--- config.mk ---
export PLATFORM = sky130hd
export DESIGN_NAME = bsc_datapath
export DESIGN_NICKNAME = d
export VERILOG_FILES = /design/src/design/bsc_pkg.sv /design/src/design/bsc_datapath.sv
export SDC_FILE = /design/constraint.sdc
export NUM_CORES = 2
export LEC_CHECK = 0
export BUFFER_PORTS_ARGS = -buffer_cell sky130_fd_sc_hd__buf_4
export CAP_MARGIN = 20
export CORE_UTILIZATION = 30
export DETAILED_ROUTE_END_ITERATION = 7
export HOLD_SLACK_MARGIN = 0.15
export PLACE_DENSITY = 0.51
export SYNTH_ARGS = -nofsm -noshare
export SYNTH_HDL_FRONTEND = slang
export SYNTH_SLANG_ARGS = --single-unit
--- constraint.sdc ---
create_clock -name clk -period 9.5 [get_ports clk]
set_input_delay 2.85 -clock clk [delete_from_list [all_inputs] [get_ports clk]]
set_output_delay 2.85 -clock clk [all_outputs]
set_load 0.05 [all_outputs]
--- src/design/bsc_pkg.sv ---
// Shared types and constants for the banker's safety checker.
package bsc_pkg;

    localparam int CUST_W      = 3;
    localparam int CNT_W       = 4;
    localparam int IN_AMT_W    = 8;
    localparam int AVAIL_REGS  = 4;
    localparam int CFG_IDX_W   = 3;
    localparam int CFG_DATA_W  = 8;
    localparam int S_TDATA_W   = 40;
    localparam int S_TUSER_W   = 2;
    localparam int M_TDATA_W   = 8;
    localparam int M_TUSER_W   = 3;
    localparam int AMT_OFFSET  = 3;

    localparam logic [1:0] CMD_LOAD_MAX = 2'd0;
    localparam logic [1:0] CMD_REQUEST  = 2'd1;
    localparam logic [1:0] CMD_RELEASE  = 2'd2;
    localparam logic [1:0] CMD_UNUSED   = 2'd3;

    localparam logic [1:0] ST_OK        = 2'd0;
    localparam logic [1:0] ST_BAD_CUST  = 2'd1;
    localparam logic [1:0] ST_OVER_REL  = 2'd2;

    localparam logic [CFG_IDX_W-1:0] REG_AVAIL0    = 3'd0;
    localparam logic [CFG_IDX_W-1:0] REG_AVAIL1    = 3'd1;
    localparam logic [CFG_IDX_W-1:0] REG_AVAIL2    = 3'd2;
    localparam logic [CFG_IDX_W-1:0] REG_AVAIL3    = 3'd3;
    localparam logic [CFG_IDX_W-1:0] REG_CUSTOMERS = 3'd4;

    localparam logic [CNT_W-1:0] CUST_RESET = 4'd8;

    typedef logic [AVAIL_REGS-1:0][CFG_DATA_W-1:0] avail_t;

    typedef struct packed {
        logic load_item;
        logic exec;
        logic scan_step;
        logic out_load;
        logic out_seq;
    } bsc_cmd_t;

    typedef struct packed {
        logic [1:0] command;
        logic       pass_end;
        logic       done_now;
        logic       progress_now;
        logic       emit_last;
        logic       out_free;
    } bsc_stat_t;

endpackage

--- src/design/bsc_datapath.sv ---
// Tables, work vector, sequence store and result register of the safety checker.
module bsc_datapath #(
    parameter int ROWS          = 8,
    parameter int NUM_RESOURCES = 4,
    parameter int AMOUNT_BITS   = 8
) (
    input  logic                                clk,
    input  logic                                rst_n,
    input  bsc_pkg::bsc_cmd_t                   cmd,
    output bsc_pkg::bsc_stat_t                  stat,
    input  logic [bsc_pkg::S_TDATA_W-1:0]       in_tdata,
    input  logic [bsc_pkg::S_TUSER_W-1:0]       in_tuser,
    input  bsc_pkg::avail_t                     avail,
    input  logic [bsc_pkg::CNT_W-1:0]           active_n,
    output logic                                out_valid,
    input  logic                                out_ready,
    output logic [bsc_pkg::M_TDATA_W-1:0]       out_tdata,
    output logic [bsc_pkg::M_TUSER_W-1:0]       out_tuser,
    output logic                                out_tlast
);

    localparam int A  = AMOUNT_BITS;
    localparam int NR = NUM_RESOURCES;
    localparam int WW = AMOUNT_BITS + 3;
    localparam int RW = (ROWS > 1) ? $clog2(ROWS) : 1;
    localparam int CW = bsc_pkg::CUST_W;
    localparam int NW = bsc_pkg::CNT_W;

    logic        [A-1:0] max_reg   [ROWS][NR];
    logic        [A-1:0] alloc_reg [ROWS][NR];
    logic signed [A:0]   need_reg  [ROWS][NR];
    logic        [WW-1:0] work_reg [NR];
    logic        [ROWS-1:0] fin_reg;
    logic        [CW-1:0] seq_reg  [ROWS];

    logic [1:0]    cmd_q_reg;
    logic [CW-1:0] cust_q_reg;
    logic [A-1:0]  amt_q_reg [NR];
    logic [1:0]    st_reg;

    logic [NW-1:0] count_reg;
    logic [CW-1:0] scan_reg;
    logic          progress_reg;
    logic [CW-1:0] emit_pos_reg;

    logic          out_valid_reg;
    logic [1:0]    out_status_reg;
    logic          out_safe_reg;
    logic [CW-1:0] out_pos_reg;
    logic [CW-1:0] out_cust_reg;
    logic          out_last_reg;

    logic [RW-1:0]       row_sel;
    logic [RW-1:0]       wr_row;
    logic                cust_ok;
    logic        [A-1:0] new_max   [NR];
    logic        [A-1:0] new_alloc [NR];
    logic signed [A:0]   new_need  [NR];
    logic signed [A:0]   diff_req  [NR];
    logic        [A-1:0] rel_alloc [NR];
    logic                ok_run;
    logic                rel_fail;
    logic [1:0]          st_new;
    logic                fit_res;
    logic                fits;
    logic [WW:0]         wsum      [NR];
    logic [WW-1:0]       work_new  [NR];
    logic [NW-1:0]       count_next;
    logic                out_free;
    logic                emit_last;

    assign cust_ok = ({1'b0, cust_q_reg} < active_n);
    assign wr_row  = cust_q_reg[RW-1:0];
    assign row_sel = cmd.exec ? cust_q_reg[RW-1:0] : scan_reg[RW-1:0];

    always_comb
    begin
        ok_run   = 1'b1;
        rel_fail = 1'b0;
        for (int j = 0; j < NR; j++)
        begin
            new_max[j]   = max_reg[row_sel][j];
            new_alloc[j] = alloc_reg[row_sel][j];
            new_need[j]  = need_reg[row_sel][j];
            diff_req[j]  = $signed({1'b0, max_reg[row_sel][j]})
                         - $signed({1'b0, amt_q_reg[j]});
            rel_alloc[j] = alloc_reg[row_sel][j] - amt_q_reg[j];
            case (cmd_q_reg)
                bsc_pkg::CMD_LOAD_MAX:
                begin
                    new_max[j] = amt_q_reg[j];
                end
                bsc_pkg::CMD_REQUEST:
                begin
                    new_alloc[j] = amt_q_reg[j];
                    new_need[j]  = diff_req[j][A] ? '0 : diff_req[j];
                end
                bsc_pkg::CMD_RELEASE:
                begin
                    if (ok_run)
                    begin
                        if (amt_q_reg[j] <= alloc_reg[row_sel][j])
                        begin
                            new_alloc[j] = rel_alloc[j];
                            new_need[j]  = $signed({1'b0, max_reg[row_sel][j]})
                                         - $signed({1'b0, rel_alloc[j]});
                        end
                        else
                        begin
                            ok_run   = 1'b0;
                            rel_fail = 1'b1;
                        end
                    end
                end
                default:
                begin
                end
            endcase
        end
        if (!cust_ok)
            st_new = bsc_pkg::ST_BAD_CUST;
        else if (cmd_q_reg == bsc_pkg::CMD_RELEASE && rel_fail)
            st_new = bsc_pkg::ST_OVER_REL;
        else
            st_new = bsc_pkg::ST_OK;
    end

    always_comb
    begin
        fit_res = 1'b1;
        for (int j = 0; j < NR; j++)
        begin
            if ($signed({{3{need_reg[row_sel][j][A]}}, need_reg[row_sel][j]})
                > $signed({1'b0, work_reg[j]}))
                fit_res = 1'b0;
            wsum[j]     = {1'b0, work_reg[j]} + (WW+1)'(alloc_reg[row_sel][j]);
            work_new[j] = wsum[j][WW] ? '1 : wsum[j][WW-1:0];
        end
        fits = !fin_reg[row_sel] && fit_res;
    end

    assign count_next = count_reg + NW'(fits);
    assign out_free   = !out_valid_reg || out_ready;
    assign emit_last  = (({1'b0, emit_pos_reg} + NW'(1)) == active_n);

    assign stat.command      = cmd_q_reg;
    assign stat.pass_end     = (({1'b0, scan_reg} + NW'(1)) == active_n);
    assign stat.done_now     = (count_next == active_n);
    assign stat.progress_now = progress_reg || fits;
    assign stat.emit_last    = emit_last;
    assign stat.out_free     = out_free;

    always_ff @(posedge clk or negedge rst_n)
    begin
        if (!rst_n)
        begin
            for (int r = 0; r < ROWS; r++)
            begin
                for (int j = 0; j < NR; j++)
                begin
                    max_reg[r][j]   <= '0;
                    alloc_reg[r][j] <= '0;
                    need_reg[r][j]  <= '0;
                end
            end
            for (int j = 0; j < NR; j++)
                work_reg[j] <= '0;
            fin_reg       <= '0;
            count_reg     <= '0;
            scan_reg      <= '0;
            progress_reg  <= 1'b0;
            emit_pos_reg  <= '0;
            out_valid_reg <= 1'b0;
        end
        else
        begin
            if (cmd.exec)
            begin
                if (cust_ok)
                begin
                    for (int j = 0; j < NR; j++)
                    begin
                        max_reg[wr_row][j]   <= new_max[j];
                        alloc_reg[wr_row][j] <= new_alloc[j];
                        need_reg[wr_row][j]  <= new_need[j];
                    end
                end
                for (int j = 0; j < NR; j++)
                    work_reg[j] <= WW'(A'(avail[j]));
                fin_reg      <= '0;
                count_reg    <= '0;
                scan_reg     <= '0;
                progress_reg <= 1'b0;
                emit_pos_reg <= '0;
            end
            if (cmd.scan_step)
            begin
                if (fits)
                begin
                    fin_reg[row_sel] <= 1'b1;
                    for (int j = 0; j < NR; j++)
                        work_reg[j] <= work_new[j];
                end
                count_reg <= count_next;
                if (stat.pass_end)
                begin
                    scan_reg     <= '0;
                    progress_reg <= 1'b0;
                end
                else
                begin
                    scan_reg     <= scan_reg + CW'(1);
                    progress_reg <= stat.progress_now;
                end
            end
            if (cmd.out_load && cmd.out_seq)
                emit_pos_reg <= emit_pos_reg + CW'(1);
            if (cmd.out_load)
                out_valid_reg <= 1'b1;
            else if (out_ready)
                out_valid_reg <= 1'b0;
        end
    end

    always_ff @(posedge clk)
    begin
        if (cmd.load_item)
        begin
            cmd_q_reg  <= in_tuser[1:0];
            cust_q_reg <= in_tdata[CW-1:0];
            for (int j = 0; j < NR; j++)
                amt_q_reg[j] <= A'(in_tdata[bsc_pkg::AMT_OFFSET + bsc_pkg::IN_AMT_W*j
                                            +: bsc_pkg::IN_AMT_W]);
        end
        if (cmd.exec)
            st_reg <= st_new;
        if (cmd.scan_step && fits)
            seq_reg[count_reg[RW-1:0]] <= scan_reg;
        if (cmd.out_load)
        begin
            out_status_reg <= st_reg;
            out_safe_reg   <= cmd.out_seq;
            out_pos_reg    <= cmd.out_seq ? emit_pos_reg : '0;
            out_cust_reg   <= cmd.out_seq ? seq_reg[emit_pos_reg[RW-1:0]] : '0;
            out_last_reg   <= !cmd.out_seq || emit_last;
        end
    end

    assign out_valid = out_valid_reg;
    assign out_tdata = {2'b00, out_cust_reg, out_pos_reg};
    assign out_tuser = {out_safe_reg, out_status_reg};
    assign out_tlast = out_last_reg;

endmodule

==> impl_metrics.xml <==
<?xml version="1.0" encoding="UTF-8"?>
<metrics>
  <group name="run_status">
    <metric name="outcome" unit="">finished, violations left</metric>
    <metric name="violated_checks" unit="">design-rule violations, negative setup slack</metric>
  </group>
  <group name="min_path">
    <metric name="hold_path_startpoint" unit="">st_reg[1]</metric>
    <metric name="hold_class" unit="">reg2reg</metric>
    <metric name="timing.hold.worst_endpoint" unit="">out_status_reg[1]</metric>
    <metric name="worst_hold_path.num_cells" unit="">0</metric>
  </group>
  <group name="yosys">
    <metric name="synthArstFlopShare" unit="%">92.21</metric>
    <metric name="dominantRegCellSynth" unit="">sky130_fd_sc_hd__dfrtp_1</metric>
    <metric name="synth_warnings" unit="">0</metric>
    <metric name="synthesis.instances" unit="">4949</metric>
    <metric name="synth_seq_area_share" unit="%">50.89</metric>
    <metric name="post_synth_instance_area" unit="sq mm">0.04679</metric>
    <metric name="flip_flop_and_latch_count_after_synthesis" unit="">937</metric>
    <metric name="synth-edff-count" unit="">73</metric>
    <metric name="ys_types" unit="">100</metric>
    <metric name="post_synth.cell_area_avg" unit="sq um">9.454</metric>
  </group>
  <group name="clocking">
    <metric name="worstSkewPairLatency" unit="ns">0.75</metric>
    <metric name="number_of_buffers_on_the_longest_clock_path" unit="">3</metric>
    <metric name="worst_setup_hold_path_clk_slew" unit="ns">0.06</metric>
    <metric name="clk_root_buffer_cell" unit="">sky130_fd_sc_hd__clkbuf_16</metric>
    <metric name="cts_buffers" unit="">101</metric>
    <metric name="tritoncts" unit="">built</metric>
    <metric name="cts.htree.levels" unit="">3</metric>
    <metric name="clkSinkCount" unit="">937</metric>
  </group>
  <group name="layout">
    <metric name="fill_cells" unit="">15540</metric>
    <metric name="layout.cells.most_common" unit="">sky130_fd_sc_hd__nand2_1</metric>
    <metric name="layout.nets" unit="">5511</metric>
    <metric name="register_area" unit="sq mm">0.02381</metric>
    <metric name="final_cell_count_no_fill" unit="">7360</metric>
    <metric name="layout_common_cells" unit="">975 x sky130_fd_sc_hd__nand2_1, 884 x sky130_fd_sc_hd__o21ai_0, 864 x sky130_fd_sc_hd__dfrtp_1</metric>
    <metric name="area_growth" unit="%">21.43</metric>
    <metric name="multi_input_gate_area_in_the_final_layout" unit="sq mm">0.02180</metric>
    <metric name="largest_register_ffs" unit="">288</metric>
    <metric name="fraction_of_final_layout_cells_sized_beyond_drive_strength_1" unit="%">16.12</metric>
  </group>
  <group name="sta">
    <metric name="final_min_period_over_clock_period" unit="%">103.4</metric>
    <metric name="setup-violations-final" unit="">1</metric>
    <metric name="worst_slew_pin_slew" unit="ns">1.201</metric>
    <metric name="skew" unit="ns">0.04480</metric>
    <metric name="clock.fmax" unit="MHz">101.8</metric>
    <metric name="fin_ws" unit="ns">-0.3216</metric>
    <metric name="setup_repair_after_global_routing_missed_its_margin" unit="">true</metric>
    <metric name="hold_viol" unit="">0</metric>
    <metric name="maxSlewHeadroom" unit="%">19.91</metric>
    <metric name="report.final.slew_viol_count" unit="">0</metric>
    <metric name="period_needed" unit="ns">9.822</metric>
  </group>
  <group name="die">
    <metric name="fp.dieArea" unit="sq mm">0.1575</metric>
    <metric name="core" unit="sq mm">0.1544</metric>
    <metric name="placement_rows" unit="">144</metric>
    <metric name="io_pins" unit="">106</metric>
    <metric name="die-height" unit="um">396.9</metric>
    <metric name="initial_core_utilization" unit="%">30.30</metric>
    <metric name="die_w" unit="um">396.9</metric>
  </group>
  <group name="pwr">
    <metric name="portion_of_total_power_attributed_to_combinational_logic" unit="%">49.2</metric>
    <metric name="pwr_density_cell" unit="mW/mm^2">374.5</metric>
    <metric name="switching_share_of_power" unit="%">42.51</metric>
    <metric name="power.leakage" unit="nW">25.25</metric>
    <metric name="switchingPower" unit="mW">9.044</metric>
    <metric name="clkPwrFrac" unit="%">19.6</metric>
    <metric name="max-vdd-ir-drop" unit="V">0.0001698</metric>
    <metric name="p_seq_share" unit="%">31.2</metric>
    <metric name="internal-power" unit="mW">12.23</metric>
  </group>
  <group name="setup_path">
    <metric name="critical_path_peak_fanout" unit="">25</metric>
    <metric name="start_of_the_worst_register_to_register_path" unit="">scan_reg[0]</metric>
    <metric name="cp.arrival" unit="ns">6.97</metric>
    <metric name="worstReg2RegEnd" unit="">need_reg[201]</metric>
    <metric name="reg2regPathDepth" unit="">20</metric>
    <metric name="reg_to_reg_setup_timing_slack" unit="ns">2.95</metric>
    <metric name="timing.critical_path.from_type" unit="">input port</metric>
    <metric name="cp-end-kind" unit="">output pin</metric>
    <metric name="timing.critical_path.required" unit="ns">6.65</metric>
    <metric name="path_class" unit="">in2out</metric>
  </group>
  <group name="route">
    <metric name="total_iterations_of_the_first_detailed_routing_run" unit="">8</metric>
    <metric name="postRouteAntennaNets" unit="">0</metric>
    <metric name="detail_route.drc_violations" unit="">18</metric>
    <metric name="wl_per_cell" unit="um">23.54</metric>
    <metric name="detail_route.vias_per_cell" unit="">5.323</metric>
    <metric name="route.vias.total" unit="">39180</metric>
    <metric name="finalWirelength" unit="mm">173.2</metric>
    <metric name="detailedRoute.firstIterationViolations" unit="">3623</metric>
  </group>
  <group name="placement">
    <metric name="place_worst_setup_slack" unit="ns">-0.9540</metric>
    <metric name="port_buffers" unit="">98</metric>
    <metric name="dp_cells" unit="">7120</metric>
    <metric name="gp_routability_congestion" unit="">0.9077</metric>
    <metric name="place_hpwl" unit="mm">117.7</metric>
  </group>
  <group name="global_route">
    <metric name="globalRoute.totalOverflow" unit="">0</metric>
    <metric name="grt_first_pass_wirelength" unit="mm">257.7</metric>
    <metric name="grt_max_degree" unit="">197</metric>
    <metric name="number_of_global_route_vias_before_repair" unit="">37740</metric>
    <metric name="antenna_found_initial" unit="">1</metric>
    <metric name="global_route.usage.total" unit="%">21.90</metric>
  </group>
  <group name="run">
    <metric name="cap_viol_max_count" unit="">0</metric>
  </group>
</metrics>
-- logic make-up after synthesis --
family          Yosys count  synth area share (%)
compound gates         1672                 21.57
simple gates           1451                 13.14
flops                   937                 50.89
buf+inv                 484                 4.220
fa+ha+maj               193                 5.418
mux                     122                 3.091
xor+xnor                 89                 1.666
other cells               1              0.008015
-- per-layer routing --
layer	part of all wire [%]	global-route usage, %
met1	47	31.80
met2	44	33.14
met3	6.7	4.039
met4	2.9	5.971
met5	0	0
-- metrics by stage --
stage / hold WS (ns) / total power, mW / util [%] / cell area [sq um] / setup TNS [ns]
after floorplan: 0.4003 / 12.78 / - / 47040 / -0.3195
after global placement: 0.4010 / 16.39 / 33.70 / 52030 / -1.238
after detailed placement: 0.4045 / 16.58 / 33.70 / 52030 / -1.302
after CTS: 0.4197 / 21.22 / 36.79 / 56810 / -0.2692
after global routing: 0.4219 / 22.75 / 36.80 / 56810 / -0.4674
final: 0.4181 / 21.28 / 36.80 / 56820 / -0.3216
-- power groups by stage --
stage          Sequential (mW)  Combinational [mW]  Clock [mW]
3_5_place_dp              6.68                9.90           0
5_1_grt                   6.84                11.5        4.39
2_1_floorplan             6.38                6.39           0
4_1_cts                   6.63                10.4        4.24
3_3_place_gp              6.64                9.76           0
6_report                  6.64                10.5        4.17
-- worst max-delay path: stages --
cell,delay [ns]
sky130_fd_sc_hd__buf_12,0.12
sky130_fd_sc_hd__buf_6,0.12
sky130_fd_sc_hd__mux2i_4,0.18
sky130_fd_sc_hd__buf_12,0.19
sky130_fd_sc_hd__buf_8,0.15
sky130_fd_sc_hd__nor3_2,0.18
sky130_fd_sc_hd__buf_4,0.17
sky130_fd_sc_hd__buf_8,0.30
sky130_fd_sc_hd__a22oi_1,0.15
sky130_fd_sc_hd__nand3_1,0.12
sky130_fd_sc_hd__a21oi_1,0.05
sky130_fd_sc_hd__buf_4,0.17
sky130_fd_sc_hd__ha_1,0.31
sky130_fd_sc_hd__a41o_4,0.28
sky130_fd_sc_hd__o311ai_4,0.34
sky130_fd_sc_hd__nor3_4,0.07
sky130_fd_sc_hd__ha_2,0.20
sky130_fd_sc_hd__ha_4,0.18
sky130_fd_sc_hd__xnor2_4,0.13
sky130_fd_sc_hd__xnor2_2,0.17
sky130_fd_sc_hd__nor4_4,0.30
sky130_fd_sc_hd__buf_6,0.20
-- cell usage after synthesis (25+ instances only) --
cell type,instances,area [sq um]
sky130_fd_sc_hd__clkbuf_1,240,900.9
sky130_fd_sc_hd__nand3_1,58,290.3
sky130_fd_sc_hd__a21o_1,32,240.2
sky130_fd_sc_hd__xor2_1,38,332.8
sky130_fd_sc_hd__ha_1,177,2215
sky130_fd_sc_hd__a21oi_1,164,820.8
sky130_fd_sc_hd__mux2i_1,93,930.9
sky130_fd_sc_hd__nand2_1,982,3686
sky130_fd_sc_hd__nor2b_1,30,187.7
sky130_fd_sc_hd__o21ai_0,888,4444
sky130_fd_sc_hd__dfrtp_1,864,21620
sky130_fd_sc_hd__a22oi_1,74,555.5
sky130_fd_sc_hd__buf_2,42,210.2
sky130_fd_sc_hd__a211oi_1,25,187.7
sky130_fd_sc_hd__nor3_1,71,355.3
sky130_fd_sc_hd__o22ai_1,164,1026
sky130_fd_sc_hd__nor2_1,173,649.4
sky130_fd_sc_hd__a221oi_1,31,271.5
sky130_fd_sc_hd__xnor2_1,51,446.7
sky130_fd_sc_hd__a31oi_1,34,212.7
sky130_fd_sc_hd__inv_1,159,596.8
sky130_fd_sc_hd__edfxtp_1,73,2192
-- final cells by class --
cell class	count	share of cell area, %
diodes	1	0.004404
clock buffers	132	4.935
clock inverters	54	1.183
inverters	162	1.070
multi-input cells	3531	38.37
flip-flops and latches	937	41.91
well taps	2044	4.501
repair buffers	499	8.029
-- timing repair --
item,4_1_cts,5_1_grt
gates cloned,3,0
hold buffers,0,0
setup endpoints to repair,2,1
resized for setup,164,3
pin swaps,49,2
buffers inserted,50,0
-- how the worst max path moves through the flow --
| stage | startpoint | to | depth (start not counted) |
|---|---|---|---|
| global route | cmd[3] | stat[3] | 24 |
| finish | cmd[3] | stat[3] | 22 |
| detailed placement | cmd[3] | stat[3] | 20 |
| global placement | cmd[3] | stat[3] | 20 |
| CTS | cmd[3] | stat[3] | 22 |
| floorplan | cmd[3] | stat[3] | 21 |
Note: power is estimated with default switching activity, not from simulation.
